`src/rtl/core/hsmc_pkg.sv`:
```
// Shared types and constants for the hall sensor move controller.
// Holds the phase codes, register map, configuration struct and the hall
// code table. No dependencies.
package hsmc_pkg;

  // Field widths
  localparam int PulseW   = 11;
  localparam int SpmW     = 8;
  localparam int VolW     = 12;
  localparam int WinW     = 7;
  localparam int PosW     = 21;
  localparam int AmountW  = 16;
  localparam int HallW    = 3;
  localparam int KindW    = 2;
  localparam int AddrW    = 5;

  // Item kinds
  localparam logic [KindW-1:0] KIND_SAMPLE   = 2'd0;
  localparam logic [KindW-1:0] KIND_DISPENSE = 2'd1;
  localparam logic [KindW-1:0] KIND_VALVE    = 2'd2;

  // Sequencer phases
  localparam logic [2:0] PH_IDLE   = 3'd0;
  localparam logic [2:0] PH_FWD    = 3'd1;
  localparam logic [2:0] PH_REV    = 3'd2;
  localparam logic [2:0] PH_DELAY  = 3'd3;
  localparam logic [2:0] PH_SETTLE = 3'd4;

  // Neutral delay ends on the tenth tick
  localparam logic [WinW-1:0] DELAY_LAST = 7'd9;

  // Position limits
  localparam logic signed [PosW-1:0] POS_MAX = 21'sh0FFFFF;
  localparam logic signed [PosW-1:0] POS_MIN = 21'sh100000;

  // Register indexes (byte address 4*index)
  localparam logic [2:0] REG_FWD_PULSE = 3'd0;
  localparam logic [2:0] REG_REV_PULSE = 3'd1;
  localparam logic [2:0] REG_NEU_PULSE = 3'd2;
  localparam logic [2:0] REG_STEPS_ML  = 3'd3;
  localparam logic [2:0] REG_MAX_VOL   = 3'd4;
  localparam logic [2:0] REG_SETTLE    = 3'd5;

  // Register reset values
  localparam logic [PulseW-1:0] RST_FWD_PULSE = 11'd1800;
  localparam logic [PulseW-1:0] RST_REV_PULSE = 11'd1420;
  localparam logic [PulseW-1:0] RST_NEU_PULSE = 11'd1500;
  localparam logic [SpmW-1:0]   RST_STEPS_ML  = 8'd135;
  localparam logic [VolW-1:0]   RST_MAX_VOL   = 12'd500;
  localparam logic [WinW-1:0]   RST_SETTLE    = 7'd60;

  // Hall phase marker for codes with no valid phase
  localparam logic [2:0] HALL_NONE = 3'd7;

  typedef struct packed {
    logic [PulseW-1:0] forward_pulse;
    logic [PulseW-1:0] reverse_pulse;
    logic [PulseW-1:0] neutral_pulse;
    logic [SpmW-1:0]   ml_steps;
    logic [VolW-1:0]   max_volume;
    logic [WinW-1:0]   settle_window;
  } cfg_t;

  // Hall code to commutation phase: codes 4,6,2,3,1,5 are phases 0..5
  function automatic logic [2:0] code_to_phase(input logic [HallW-1:0] code);
    logic [2:0] p;
    begin
      case (code)
        3'd4:    p = 3'd0;
        3'd6:    p = 3'd1;
        3'd2:    p = 3'd2;
        3'd3:    p = 3'd3;
        3'd1:    p = 3'd4;
        3'd5:    p = 3'd5;
        default: p = HALL_NONE;
      endcase
      return p;
    end
  endfunction

endpackage

```
`src/rtl/core/hsmc_regs.sv`:
```
// APB-style configuration register file for the move controller.
// Depends on hsmc_pkg for the register map and the cfg_t struct.
module hsmc_regs import hsmc_pkg::*; (
  input  logic             clk,
  input  logic             rst,
  input  logic             psel,
  input  logic             penable,
  input  logic             pwrite,
  input  logic [AddrW-1:0] paddr,
  input  logic [31:0]      pwdata,
  output logic [31:0]      prdata,
  output logic             pready,
  output cfg_t             cfg
);

  logic       wr_en;
  logic [2:0] reg_idx;

  assign pready  = 1'b1;
  assign wr_en   = psel & penable & pwrite;
  assign reg_idx = paddr[4:2];

  // Register writes
  always_ff @(posedge clk) begin
    if (rst) begin
      cfg.forward_pulse <= RST_FWD_PULSE;
      cfg.reverse_pulse <= RST_REV_PULSE;
      cfg.neutral_pulse <= RST_NEU_PULSE;
      cfg.ml_steps      <= RST_STEPS_ML;
      cfg.max_volume    <= RST_MAX_VOL;
      cfg.settle_window <= RST_SETTLE;
    end else if (wr_en) begin
      unique case (reg_idx)
        REG_FWD_PULSE: cfg.forward_pulse <= pwdata[PulseW-1:0];
        REG_REV_PULSE: cfg.reverse_pulse <= pwdata[PulseW-1:0];
        REG_NEU_PULSE: cfg.neutral_pulse <= pwdata[PulseW-1:0];
        REG_STEPS_ML:  cfg.ml_steps      <= pwdata[SpmW-1:0];
        REG_MAX_VOL:   cfg.max_volume    <= pwdata[VolW-1:0];
        REG_SETTLE:    cfg.settle_window <= pwdata[WinW-1:0];
        default: ;
      endcase
    end
  end

  // Read mux
  always_comb begin
    unique case (reg_idx)
      REG_FWD_PULSE: prdata = {21'd0, cfg.forward_pulse};
      REG_REV_PULSE: prdata = {21'd0, cfg.reverse_pulse};
      REG_NEU_PULSE: prdata = {21'd0, cfg.neutral_pulse};
      REG_STEPS_ML:  prdata = {24'd0, cfg.ml_steps};
      REG_MAX_VOL:   prdata = {20'd0, cfg.max_volume};
      REG_SETTLE:    prdata = {25'd0, cfg.settle_window};
      default:       prdata = 32'd0;
    endcase
  end

endmodule

```
`src/rtl/core/hsmc_hall_dec.sv`:
```
// Hall code decoder with saturating step counter update.
// Depends on hsmc_pkg for the code table and position limits.
module hsmc_hall_dec import hsmc_pkg::*; (
  input  logic [HallW-1:0]       hall_code,
  input  logic [2:0]             hall_phase,
  input  logic signed [PosW-1:0] step_count,
  output logic [2:0]             hall_phase_next,
  output logic signed [PosW-1:0] step_count_next
);

  logic [2:0] p;
  logic [2:0] fwd_phase;
  logic [2:0] rev_phase;
  logic       step_up;
  logic       step_dn;

  assign p         = code_to_phase(hall_code);
  // neighbors of the current phase on the six-state ring
  assign fwd_phase = (hall_phase == 3'd5) ? 3'd0 : hall_phase + 3'd1;
  assign rev_phase = (hall_phase == 3'd0) ? 3'd5 : hall_phase - 3'd1;
  assign step_up   = (p != HALL_NONE) && (p == fwd_phase);
  assign step_dn   = (p != HALL_NONE) && !step_up && (p == rev_phase);

  always_comb begin
    hall_phase_next = (p == HALL_NONE) ? hall_phase : p;
    step_count_next = step_count;
    if (step_up && step_count != POS_MAX) begin
      step_count_next = step_count + 21'sd1;
    end else if (step_dn && step_count != POS_MIN) begin
      step_count_next = step_count - 21'sd1;
    end
  end

endmodule

```
`src/rtl/core/hall_sensor_move_controller.sv`:
```
// Top level of the hall sensor move controller: stream ports, move sequencer.
// Depends on hsmc_pkg, hsmc_regs and hsmc_hall_dec.
//
//  Channel  Signals                          Contents
//  s        s_tvalid s_tready s_tdata s_tuser  one sensor sample or command
//  m        m_tvalid m_tready m_tdata          pulse width, status, position
//  cfg      psel penable pwrite paddr ...      six control registers
//
// One item per cycle sustained while m is not stalled; each item passes the
// input register, then the decode/sequencer logic into the result register.
// The state update of one item is complete when that item fires, so items may follow
// back to back. A stall on m holds the result and backs up into s_tready.
// Synchronous reset clears the sequencer to idle and the registers to their
// default values.
module hall_sensor_move_controller import hsmc_pkg::*; (
  input  logic             clk,
  input  logic             rst,
  input  logic             s_tvalid,
  output logic             s_tready,
  input  logic [23:0]      s_tdata,   // hall_code[2:0], ms_tick[3], amount[19:4], zero pad
  input  logic [1:0]       s_tuser,   // kind[1:0]
  output logic             m_tvalid,
  input  logic             m_tready,
  output logic [39:0]      m_tdata,   // pulse_width[10:0], busy_res[11], done_res[12],
                                      // position[33:13], zero pad
  input  logic             psel,
  input  logic             penable,
  input  logic             pwrite,
  input  logic [AddrW-1:0] paddr,
  input  logic [31:0]      pwdata,
  output logic [31:0]      prdata,
  output logic             pready
);

  cfg_t cfg;

  // Input register
  logic                      in_valid;
  logic [KindW-1:0]          in_kind;
  logic [HallW-1:0]          in_hall;
  logic                      in_tick;
  logic signed [AmountW-1:0] in_amount;

  // Sequencer state
  logic [2:0]             hall_phase, hall_phase_next;
  logic signed [PosW-1:0] step_count, step_count_next;
  logic signed [PosW-1:0] goal_count, goal_count_next;
  logic signed [PosW-1:0] last_check_count, last_check_count_next;
  logic [2:0]             phase, phase_next;
  logic [WinW-1:0]        ms_count, ms_count_next;
  logic                   trailing_dispense, trailing_dispense_next;
  logic                   done_next;
  logic [PulseW-1:0]      pw_next;

  logic                   advance;
  logic                   fire;
  logic [2:0]             dec_phase;
  logic signed [PosW-1:0] dec_step;
  logic [VolW-1:0]        vol;
  logic [19:0]            disp_goal;
  logic signed [PosW-1:0] one_ml_goal;

  hsmc_regs u_regs (
    .clk     (clk),
    .rst     (rst),
    .psel    (psel),
    .penable (penable),
    .pwrite  (pwrite),
    .paddr   (paddr),
    .pwdata  (pwdata),
    .prdata  (prdata),
    .pready  (pready),
    .cfg     (cfg)
  );

  hsmc_hall_dec u_hall (
    .hall_code       (in_hall),
    .hall_phase      (hall_phase),
    .step_count      (step_count),
    .hall_phase_next (dec_phase),
    .step_count_next (dec_step)
  );

  // Handshake: result register frees when empty or taken
  assign advance  = !m_tvalid || m_tready;
  assign fire     = in_valid && advance;
  assign s_tready = !in_valid || advance;

  always_ff @(posedge clk) begin
    if (rst) begin
      in_valid <= 1'b0;
    end else if (s_tready) begin
      in_valid <= s_tvalid;
    end
  end

  always_ff @(posedge clk) begin
    if (s_tvalid && s_tready) begin
      in_kind   <= s_tuser;
      in_hall   <= s_tdata[2:0];
      in_tick   <= s_tdata[3];
      in_amount <= s_tdata[19:4];
    end
  end

  // Dispense volume clamp and goal
  always_comb begin
    if (in_amount[AmountW-1]) begin
      vol = '0;
    end else if (in_amount[AmountW-2:0] > {3'd0, cfg.max_volume}) begin
      vol = cfg.max_volume;
    end else begin
      vol = in_amount[VolW-1:0];
    end
  end

  assign disp_goal   = {8'd0, vol} * {12'd0, cfg.ml_steps};
  assign one_ml_goal = (cfg.max_volume != '0) ? {13'd0, cfg.ml_steps} : '0;

  // Sequencer next state
  always_comb begin
    hall_phase_next        = hall_phase;
    step_count_next        = step_count;
    goal_count_next        = goal_count;
    last_check_count_next  = last_check_count;
    phase_next             = phase;
    ms_count_next          = ms_count;
    trailing_dispense_next = trailing_dispense;
    done_next              = 1'b0;

    if (phase == PH_IDLE && in_kind == KIND_DISPENSE) begin
      step_count_next = '0;
      goal_count_next = {1'b0, disp_goal};
      ms_count_next   = '0;
      phase_next      = (disp_goal != '0) ? PH_FWD : PH_DELAY;
    end else if (phase == PH_IDLE && in_kind == KIND_VALVE) begin
      step_count_next        = '0;
      goal_count_next        = {{(PosW-AmountW){in_amount[AmountW-1]}}, in_amount};
      ms_count_next          = '0;
      trailing_dispense_next = 1'b1;
      phase_next             = in_amount[AmountW-1] ? PH_REV : PH_DELAY;
    end else begin
      hall_phase_next = dec_phase;
      step_count_next = dec_step;
      unique case (phase)
        PH_FWD: begin
          if (dec_step >= goal_count) begin
            phase_next    = PH_DELAY;
            ms_count_next = '0;
          end
        end
        PH_REV: begin
          if (dec_step <= goal_count) begin
            phase_next    = PH_DELAY;
            ms_count_next = '0;
          end
        end
        PH_DELAY: begin
          if (in_tick) begin
            if (ms_count >= DELAY_LAST) begin
              phase_next    = PH_SETTLE;
              ms_count_next = '0;
            end else begin
              ms_count_next = ms_count + 7'd1;
            end
          end
        end
        PH_SETTLE: begin
          if (in_tick) begin
            if (ms_count >= cfg.settle_window) begin
              ms_count_next = '0;
              if (dec_step == last_check_count) begin
                if (trailing_dispense) begin
                  // valve move done: run the one-ml follow-up dispense
                  trailing_dispense_next = 1'b0;
                  step_count_next        = '0;
                  goal_count_next        = one_ml_goal;
                  phase_next             = (one_ml_goal != '0) ? PH_FWD : PH_DELAY;
                end else begin
                  phase_next = PH_IDLE;
                  done_next  = 1'b1;
                end
              end else begin
                last_check_count_next = dec_step;
              end
            end else begin
              ms_count_next = ms_count + 7'd1;
            end
          end
        end
        default: phase_next = PH_IDLE;
      endcase
    end
  end

  // Pulse width follows the new phase
  always_comb begin
    if (phase_next == PH_FWD) begin
      pw_next = cfg.forward_pulse;
    end else if (phase_next == PH_REV) begin
      pw_next = cfg.reverse_pulse;
    end else begin
      pw_next = cfg.neutral_pulse;
    end
  end

  // State update, one item per fire
  always_ff @(posedge clk) begin
    if (rst) begin
      hall_phase        <= '0;
      step_count        <= '0;
      goal_count        <= '0;
      last_check_count  <= '0;
      phase             <= PH_IDLE;
      ms_count          <= '0;
      trailing_dispense <= 1'b0;
    end else if (fire) begin
      hall_phase        <= hall_phase_next;
      step_count        <= step_count_next;
      goal_count        <= goal_count_next;
      last_check_count  <= last_check_count_next;
      phase             <= phase_next;
      ms_count          <= ms_count_next;
      trailing_dispense <= trailing_dispense_next;
    end
  end

  // Result register
  always_ff @(posedge clk) begin
    if (rst) begin
      m_tvalid <= 1'b0;
    end else if (advance) begin
      m_tvalid <= in_valid;
    end
  end

  always_ff @(posedge clk) begin
    if (fire) begin
      m_tdata <= {6'd0, step_count_next, done_next, (phase_next != PH_IDLE), pw_next};
    end
  end

endmodule

```
`config.mk`:
```
export PLATFORM = sky130hd
export DESIGN_NAME = hall_sensor_move_controller
export DESIGN_NICKNAME = d
export VERILOG_FILES = /design/src/rtl/core/hsmc_pkg.sv /design/src/rtl/core/hsmc_regs.sv /design/src/rtl/core/hsmc_hall_dec.sv /design/src/rtl/core/hall_sensor_move_controller.sv
export SDC_FILE = /design/constraint.sdc
export NUM_CORES = 1
export LEC_CHECK = 0
export ABC_AREA = 0
export BUFFER_PORTS_ARGS = -buffer_cell sky130_fd_sc_hd__buf_2
export CORE_MARGIN = 5
export CORE_UTILIZATION = 55
export CTS_BUF_LIST = sky130_fd_sc_hd__clkbuf_16
export CTS_CLUSTER_SIZE = 24
export DETAILED_ROUTE_END_ITERATION = 12
export HOLD_SLACK_MARGIN = 0.03
export PLACE_DENSITY = 0.82
export SYNTH_ARGS = -nofsm -noshare
export SYNTH_HDL_FRONTEND = slang
export SYNTH_SLANG_ARGS = --single-unit
```
`constraint.sdc`:
```
create_clock -name clk -period 17.2 [get_ports clk]
set_clock_uncertainty 0.2 [all_clocks]
set_input_delay 1.72 -clock clk [delete_from_list [all_inputs] [get_ports clk]]
set_output_delay 1.72 -clock clk [all_outputs]
set_load 0.01 [all_outputs]
```
==> impl_results.md, run 1 <==
* Slowest CP cell: a2111oi_0
* Post-Syn Area at 0.0151 mm^2
* Met1 Use GR at 0.375
* Final Hold Fails at 0
* Via count of the first global-routing pass at 13200
* Reg2reg start: u_regs.cfg[15]$_SDFFE_PP1P_
* Post-synth EDFFs at 56
* 1st-iter DRT viols at 1626
* Mapped Cells at 1777
* Die width at 176 um
* Top-area cell type share of the netlist area at 0.184
* N_diodes at 0
* CTS tree: built
* Commonest cells in the netlist: inv_1, dfxtp_1, nand2_1, nor2_1, a21oi_1
* Sequential cell area fraction in the yosys report at 0.296
* Max incr delay on CP at 650 ps
* Total setup buffers inserted after CTS at 0
* Fin crit period at 10060 ps
* CTS clk-pin slew, worst paths at 90 ps
* Final-report setup violation count at 0
* R2r endpoint: m_tdata[0]$_DFFE_PP_
* Port bufs at 91
* Drt pass-1 iters at 8
* Top post-synthesis cells by area: dfxtp_1, edfxtp_1, fa_1
* Placed Area at 0.0156 mm^2
* Register-to-Register Path Depth at 29
* # H-tree levels at 4
* Via count at 13700
* GR peak layer: met2
* Antenna Nets Post-Route at 0
* Top FF cell, synth: dfxtp_1
* Status: completed
* Met2 Use GR at 0.436
* Cts repair resizes at 0
* Ys async rst share at 0
* Yosys warns at 0
* TNS Setup at 0 ps
* Drt wl/cell at 19.8 um
* Hold Path End: goal_count[2]$_SDFFE_PP0P_
* Slew Viols, Final at 0
* Fmax at 99.4 MHz
* RSZ-0062 raised after global routing: false
* # DRC at 0
* Initial antenna violation count at 0
* DP Wirelength at 30.8 mm
* Gpl congestion at 0.981
* CP arrival at 10160 ps
* CTS Buffer Depth at 2
* Sink Count at 195
* P_leak at 6.71 nW
* Startpoint types: register
* Global-route wire length before repair at 68.5 mm
* Area Growth Syn to Fin at 7.65%
* Vias per inst at 6.37
* Largest net degree at the start of global routing at 86
* CP endpoint kind: register
* Leading area contributor after synthesis: dfxtp_1
* Grt met3 use at 0.0357
* Worst-path fanout max at 12
* Period utilization at 0.585
* Slew @ Worst Pin at 1190 ps
* Die Y at 176 um
* Maxcap violations at 0
* Nets at 2010
* GRT Total Usage at 0.273
* Hold Path Depth at 2
* Clock Latency Late Sink at 460 ps
* Yosys cell types at 90
* I/O pins at 145
* Initial Util at 0.559
* R2R setup slack at 7140 ps
* CTS buffer count at 17
* Row count at 60
* Register bit total from synthesis at 195
* Power per Cell Area at 80.3 mW/mm^2
* DIE AREA at 0.0309 mm^2
* Count leader, synth: inv_1
* Synth Area per Inst at 8.50 um^2
* Final WL at 42.4 mm
* CTS Root Cell: clkbuf_16
* Crit Path Category: reg -> reg
* Layout cells sized above 1 at 0.0991
* Path type of the worst min-delay path: reg -> reg
* Rel. slew slack at 0.202
* Filler Cell Count at 2258
* Required time worst endpoint at 17300 ps
* Worst hold start: goal_count[2]$_SDFFE_PP0P_
* Worst vdd ir at 72.5 uV
* # hold bufs at CTS at 0
* Core Box Area at 0.0270 mm^2
* Total grt overflow at 0
* Final Instance Area at 0.0163 mm^2
==> sequential cells by signal, summed over array words and instances (netlist names) <==
signal / flops
goal_count: 21
hall_phase: 3
in_amount: 16
in_hall: 3
in_kind: 2
in_tick: 1
in_valid: 1
last_check_count: 21
m_tdata: 34
m_tvalid: 1
ms_count: 7
phase: 3
step_count: 21
trailing_dispense: 1
u_regs.cfg: 60
==> final cells by class <==
| class | count | area (um^2) | share of cell area |
|---|---|---|---|
| Clock buffer | 17 | 425 | 0.0262 |
| Clock inverter | 15 | 220 | 0.0136 |
| Multi-Input combinational cell | 1330 | 9600 | 0.591 |
| Sequential cell | 195 | 4460 | 0.275 |
| Timing Repair Buffer | 107 | 578 | 0.0356 |
| Tap cell | 341 | 427 | 0.0263 |
| Inverter | 143 | 537 | 0.0330 |
==> metrics by stage <==
stage | setup WS, ps | hold slack [ps] | std cells | utilization | total power [mW]
finish | 7140 | 290 | 2148 | 0.601 | 1.31
global route | 6640 | 302 | 2148 | 0.601 | 1.36
CTS | 7290 | 282 | 2148 | 0.601 | 1.30
detailed placement | 7330 | 268 | 2116 | 0.577 | 0.870
global placement | 7510 | 258 | 2116 | 0.577 | 0.860
floorplan | 8770 | 247 | 1802 | - | 0.779
==> power by group <==
group / internal [mW] / switching, mW / leakage [nW]
logic: 0.137 / 0.223 / 4.74
clock network: 0.208 / 0.229 / 0.311
registers: 0.492 / 0.0166 / 1.66
==> critical path, delay by kind of cell (launching register included) <==
| kind | cells | cell delay, ps |
|---|---|---|
| multiplexers | 1 | 230 |
| XOR/XNOR | 1 | 230 |
| flip-flops | 1 | 510 |
| AO/OA/AOI/OAI | 9 | 3120 |
| buffers and inverters | 4 | 300 |
| AND/OR/NAND/NOR | 8 | 2510 |
| adder cells (fa/ha/maj) | 6 | 2790 |
==> cell usage in the layout, fill, tap and decap left out, types with 17 or more instances in the layout <==
| cell | instances |
|---|---|
| nor3_1 | 62 |
| conb_1 | 27 |
| nor4_1 | 21 |
| o21ai_0 | 51 |
| dfxtp_1 | 139 |
| nand2_1 | 139 |
| and2_1 | 95 |
| a31oi_1 | 18 |
| mux2i_1 | 81 |
| fa_1 | 60 |
| or3_1 | 19 |
| o211ai_1 | 20 |
| inv_1 | 142 |
| nor2_1 | 139 |
| clkbuf_16 | 17 |
| ha_1 | 86 |
| buf_2 | 90 |
| nand4_1 | 27 |
| nor2b_1 | 18 |
| nand3_1 | 70 |
| buf_4 | 17 |
| xnor2_1 | 36 |
| a21oi_1 | 97 |
| edfxtp_1 | 56 |
==> worst max path at each step <==
stage,slack [ps],startpoint,cells after the start,endpoint
5_1_grt,6640,u_regs.cfg[16]$_SDFFE_PP0P_,29,m_tdata[0]$_DFFE_PP_
6_report,7140,u_regs.cfg[15]$_SDFFE_PP1P_,29,m_tdata[0]$_DFFE_PP_
4_1_cts,7290,u_regs.cfg[15]$_SDFFE_PP1P_,29,m_tdata[0]$_DFFE_PP_
2_1_floorplan,8770,u_regs.cfg[16]$_SDFFE_PP0P_,31,m_tdata[0]$_DFFE_PP_
3_3_place_gp,7510,u_regs.cfg[15]$_SDFFE_PP1P_,29,m_tdata[0]$_DFFE_PP_
3_5_place_dp,7330,u_regs.cfg[15]$_SDFFE_PP1P_,29,m_tdata[0]$_DFFE_PP_
==> kinds of logic after synthesis <==
logic type	count (synthesis)	share of synthesized area
and+or+nand+nor	684	0.235
buffers and inverters	277	0.0772
xor gates and xnor gates	54	0.0332
DFF	195	0.296
adders and majority gates	146	0.151
muxes	84	0.0567
other	2	0.000497
AOI/OAI and AO/OA	335	0.151
==> layer usage <==
layer / vias to the layer above / wire length [um]
met5: - / 0
met4: 0 / 1570
met3: 134 / 3650
met2: 696 / 19400
met1: 6591 / 17800
li1: 6257 / -
Power figures use the tool's default switching activity.
==> run 2: changes to the inputs <==
- PLACE_DENSITY: 0.82 -> 0.85
- clock period: 17.2 -> 8.7 ns (I/O delays scaled with it)
==> impl_results.md, run 2 (synthesis results as in run 1) <==
* Status: completed (unchanged)
* P_sw at 960 uW (was 469 uW)
* Top flop regs: u_regs.cfg (60), m_tdata (34) (unchanged)
* Clock Latency Late Sink at 460 ps (about the same)
* Commonest non-fill, non-tap cell in the layout: inv_1 (unchanged)
* Final WL at 45.3 mm (was 42.4 mm)
* Power per Cell Area at 157 mW/mm^2 (was 80.3 mW/mm^2)
* DP Wirelength at 32.1 mm (was 30.8 mm)
* Nets at 2076 (was 2010)
* N_diodes at 0 (unchanged)
* Reg with most FFs: u_regs.cfg (unchanged)
* Core Box Area at 0.0270 mm^2 (unchanged)
* Crit-path most repeated cell: fa_1
* Sink Count at 195 (unchanged)
* GRT Total Usage at 0.282 (was 0.273)
* Startpoint types: register (unchanged)
* Fin crit period at 8510 ps (was 10060 ps)
* Antenna Nets Post-Route at 0 (unchanged)
* Worst-path fanout max at 6 (was 12)
* # H-tree levels at 4 (unchanged)
* Pint at 1.71 mW (was 836 uW)
* P_leak at 7.03 nW (was 6.71 nW)
* Total grt overflow at 0 (unchanged)
* Crit path max-delay family: compound AO/OA/AOI/OAI gates (unchanged)
* Slew @ Worst Pin at 1220 ps (was 1190 ps)
* Via count at 14000 (was 13700)
* Crit Path Category: reg -> reg (unchanged)
* Setup ws final at 186 ps (was 7140 ps)
* Final-report setup violation count at 0 (unchanged)
* Period utilization at 0.979 (was 0.585)
* Finished Core Util at 0.628 (was 0.601)
* Area Growth Syn to Fin at 12.4% (was 7.65%)
* Slowest CP cell: fa_1 (was a2111oi_0)
* Most frequent cells in the layout: inv_1, nand2_1, dfxtp_1 (was inv_1, nand2_1, nor2_1, dfxtp_1, a21oi_1)
* CTS tree: built (unchanged)
* # hold bufs at CTS at 0 (unchanged)
* Initial Util at 0.559 (unchanged)
* Slew Viols, Final at 0 (unchanged)
* Vias per inst at 6.31 (was 6.37)
* DIE AREA at 0.0309 mm^2 (unchanged)
* Port bufs at 91 (unchanged)
* CTS clk-pin slew, worst paths at 100 ps (was 90 ps)
* R2r endpoint: m_tdata[0]$_DFFE_PP_ (unchanged)
* Initial antenna violation count at 2 (was 0)
* Path type of the worst min-delay path: reg -> reg (unchanged)
* CTS Buffer Depth at 2 (unchanged)
* Required time worst endpoint at 8720 ps (was 17300 ps)
* Via count of the first global-routing pass at 13400 (was 13200)
* Worst hold start: trailing_dispense$_SDFFE_PP0P_ (was goal_count[2]$_SDFFE_PP0P_)
* Rel. slew slack at 0.183 (was 0.202)
* Global-route wire length before repair at 70.2 mm (was 68.5 mm)
* Switching Share at 0.360 (was 0.359)
* Drt wl/cell at 20.4 um (was 19.8 um)
* Worst vdd ir at 119 uV (was 72.5 uV)
* # DRC at 0 (unchanged)
* Maxcap violations at 0 (unchanged)
* Max incr delay on CP at 550 ps (was 650 ps)
* R2R setup slack at 190 ps (was 7140 ps)
* Hold Path End: trailing_dispense$_SDFFE_PP0P_ (was goal_count[2]$_SDFFE_PP0P_)
* Final Hold Fails at 0 (unchanged)
* Register-to-Register Path Depth at 31 (was 29)
* Combinational Power Share at 0.303 (was 0.276)
* CTS buffer count at 17 (unchanged)
* Layout Cells excl Fill at 2214 (was 2148)
* Largest net degree at the start of global routing at 96 (was 86)
* Largest register FFs at 60 (unchanged)
* Drt pass-1 iters at 7 (was 8)
* TNS Setup at 0 ps (unchanged)
* CP arrival at 8540 ps (was 10160 ps)
* Clock network fraction of design power at 0.321 (was 0.335)
* Gpl congestion at 0.988 (was 0.981)
* Die width at 176 um (unchanged)
* 1st-iter DRT viols at 1672 (was 1626)
* Reg2reg start: in_amount[9]$_DFFE_PP_ (was u_regs.cfg[15]$_SDFFE_PP1P_)
* Hold Path Depth at 2 (unchanged)
* CTS Root Cell: clkbuf_16 (unchanged)
* Buf+Inv Stages, Crit Path at 6 (was 4)
* Row count at 60 (unchanged)
* I/O pins at 145 (unchanged)
* Placed Instances at 2179 (was 2116)
* Layout cells sized above 1 at 0.145 (was 0.0991)
* Dpl ws at -249 ps (was 7330 ps)
* Reg power frac at 0.376 (was 0.390)
* Fmax at 117 MHz (was 99.4 MHz)
* Die Y at 176 um (unchanged)
* CP endpoint kind: register (unchanged)
[run 2: cell count changes in the layout (fill, tap and decap cells not counted), moves of 3 or more]
cell | previous run | this run
buf_4 | 17 | 79
nor2_1 | 139 | 133
nor2_2 | 0 | 6
o21ai_0 | 51 | 46
o21ai_1 | 1 | 5
ha_1 | 86 | 83
ha_4 | 0 | 3
mux2i_1 | 81 | 78
mux2i_2 | 0 | 3
[run 2: layer usage]
layer / global-route usage / vias to the layer above / wire (um) / part of all wire
met4: 0.111 / 2 / 1560 / 0.034
met2: 0.453 / 754 / 20900 / 0.46
met1: 0.391 / 6692 / 18800 / 0.41
met3: 0.0338 / 132 / 4010 / 0.089
li1: - / 6389 / - / -
met5: 0 / - / 13 / 0.00029
[run 2: timing repair]
action,4_1_cts,5_1_grt
gates cloned,0,1
buffers inserted,0,2
gates resized for setup,8,36
pin swaps,0,17
endpoints found under the setup margin,11,13
[run 2: worst max path at each step]
stage                                     start  slack (ps)  cells after the start              endpoint
finish                   in_amount[9]$_DFFE_PP_         190                     31  m_tdata[0]$_DFFE_PP_
global placement         in_amount[9]$_DFFE_PP_        -110                     30  m_tdata[0]$_DFFE_PP_
floorplan           u_regs.cfg[16]$_SDFFE_PP0P_         270                     31  m_tdata[0]$_DFFE_PP_
global route             in_amount[1]$_DFFE_PP_         -80                     31  m_tdata[0]$_DFFE_PP_
CTS                      in_amount[9]$_DFFE_PP_          40                     32  m_tdata[0]$_DFFE_PP_
detailed placement       in_amount[9]$_DFFE_PP_        -250                     30  m_tdata[0]$_DFFE_PP_
[run 2: through the flow]
stage | instance area, um^2 | hold slack (ps) | total power, mW
final | 17000 | 283 | 2.67
after global routing | 17000 | 304 | 2.79
after CTS | 16800 | 283 | 2.62
after detailed placement | 16100 | 268 | 1.78
after global placement | 16100 | 257 | 1.75
after floorplan | 15200 | 247 | 1.54
[run 2: power groups by stage]
| stage | logic (mW) | clock network (mW) | registers [mW] |
|---|---|---|---|
| after floorplan | 0.527 | 0 | 1.01 |
| after global placement | 0.734 | 0 | 1.02 |
| after detailed placement | 0.753 | 0 | 1.02 |
| after CTS | 0.763 | 0.856 | 1.00 |
| after global routing | 0.884 | 0.901 | 1.01 |
| final | 0.809 | 0.858 | 1.00 |
[run 2: worst register-to-register path: cells and delay by family, from the launching register on]
| kind | cells | cell delay [ps] |
|---|---|---|
| AOI/OAI and AO/OA | 12 | 2660 |
| adders and majority gates | 6 | 2520 |
| and+or+nand+nor | 5 | 1160 |
| buffers and inverters | 6 | 850 |
| DFF | 1 | 450 |
| muxes | 1 | 220 |
| xor gates and xnor gates | 1 | 220 |
[run 2: layout make-up]
cell class / count / area, um^2
Clock buffer: 17 / 425
Clock inverter: 15 / 220
Fill cell: 2158 / 10100
Inverter: 143 / 537
Multi-Input combinational cell: 1330 / 9790
Sequential cell: 195 / 4460
Tap cell: 341 / 427
Timing Repair Buffer: 173 / 1110
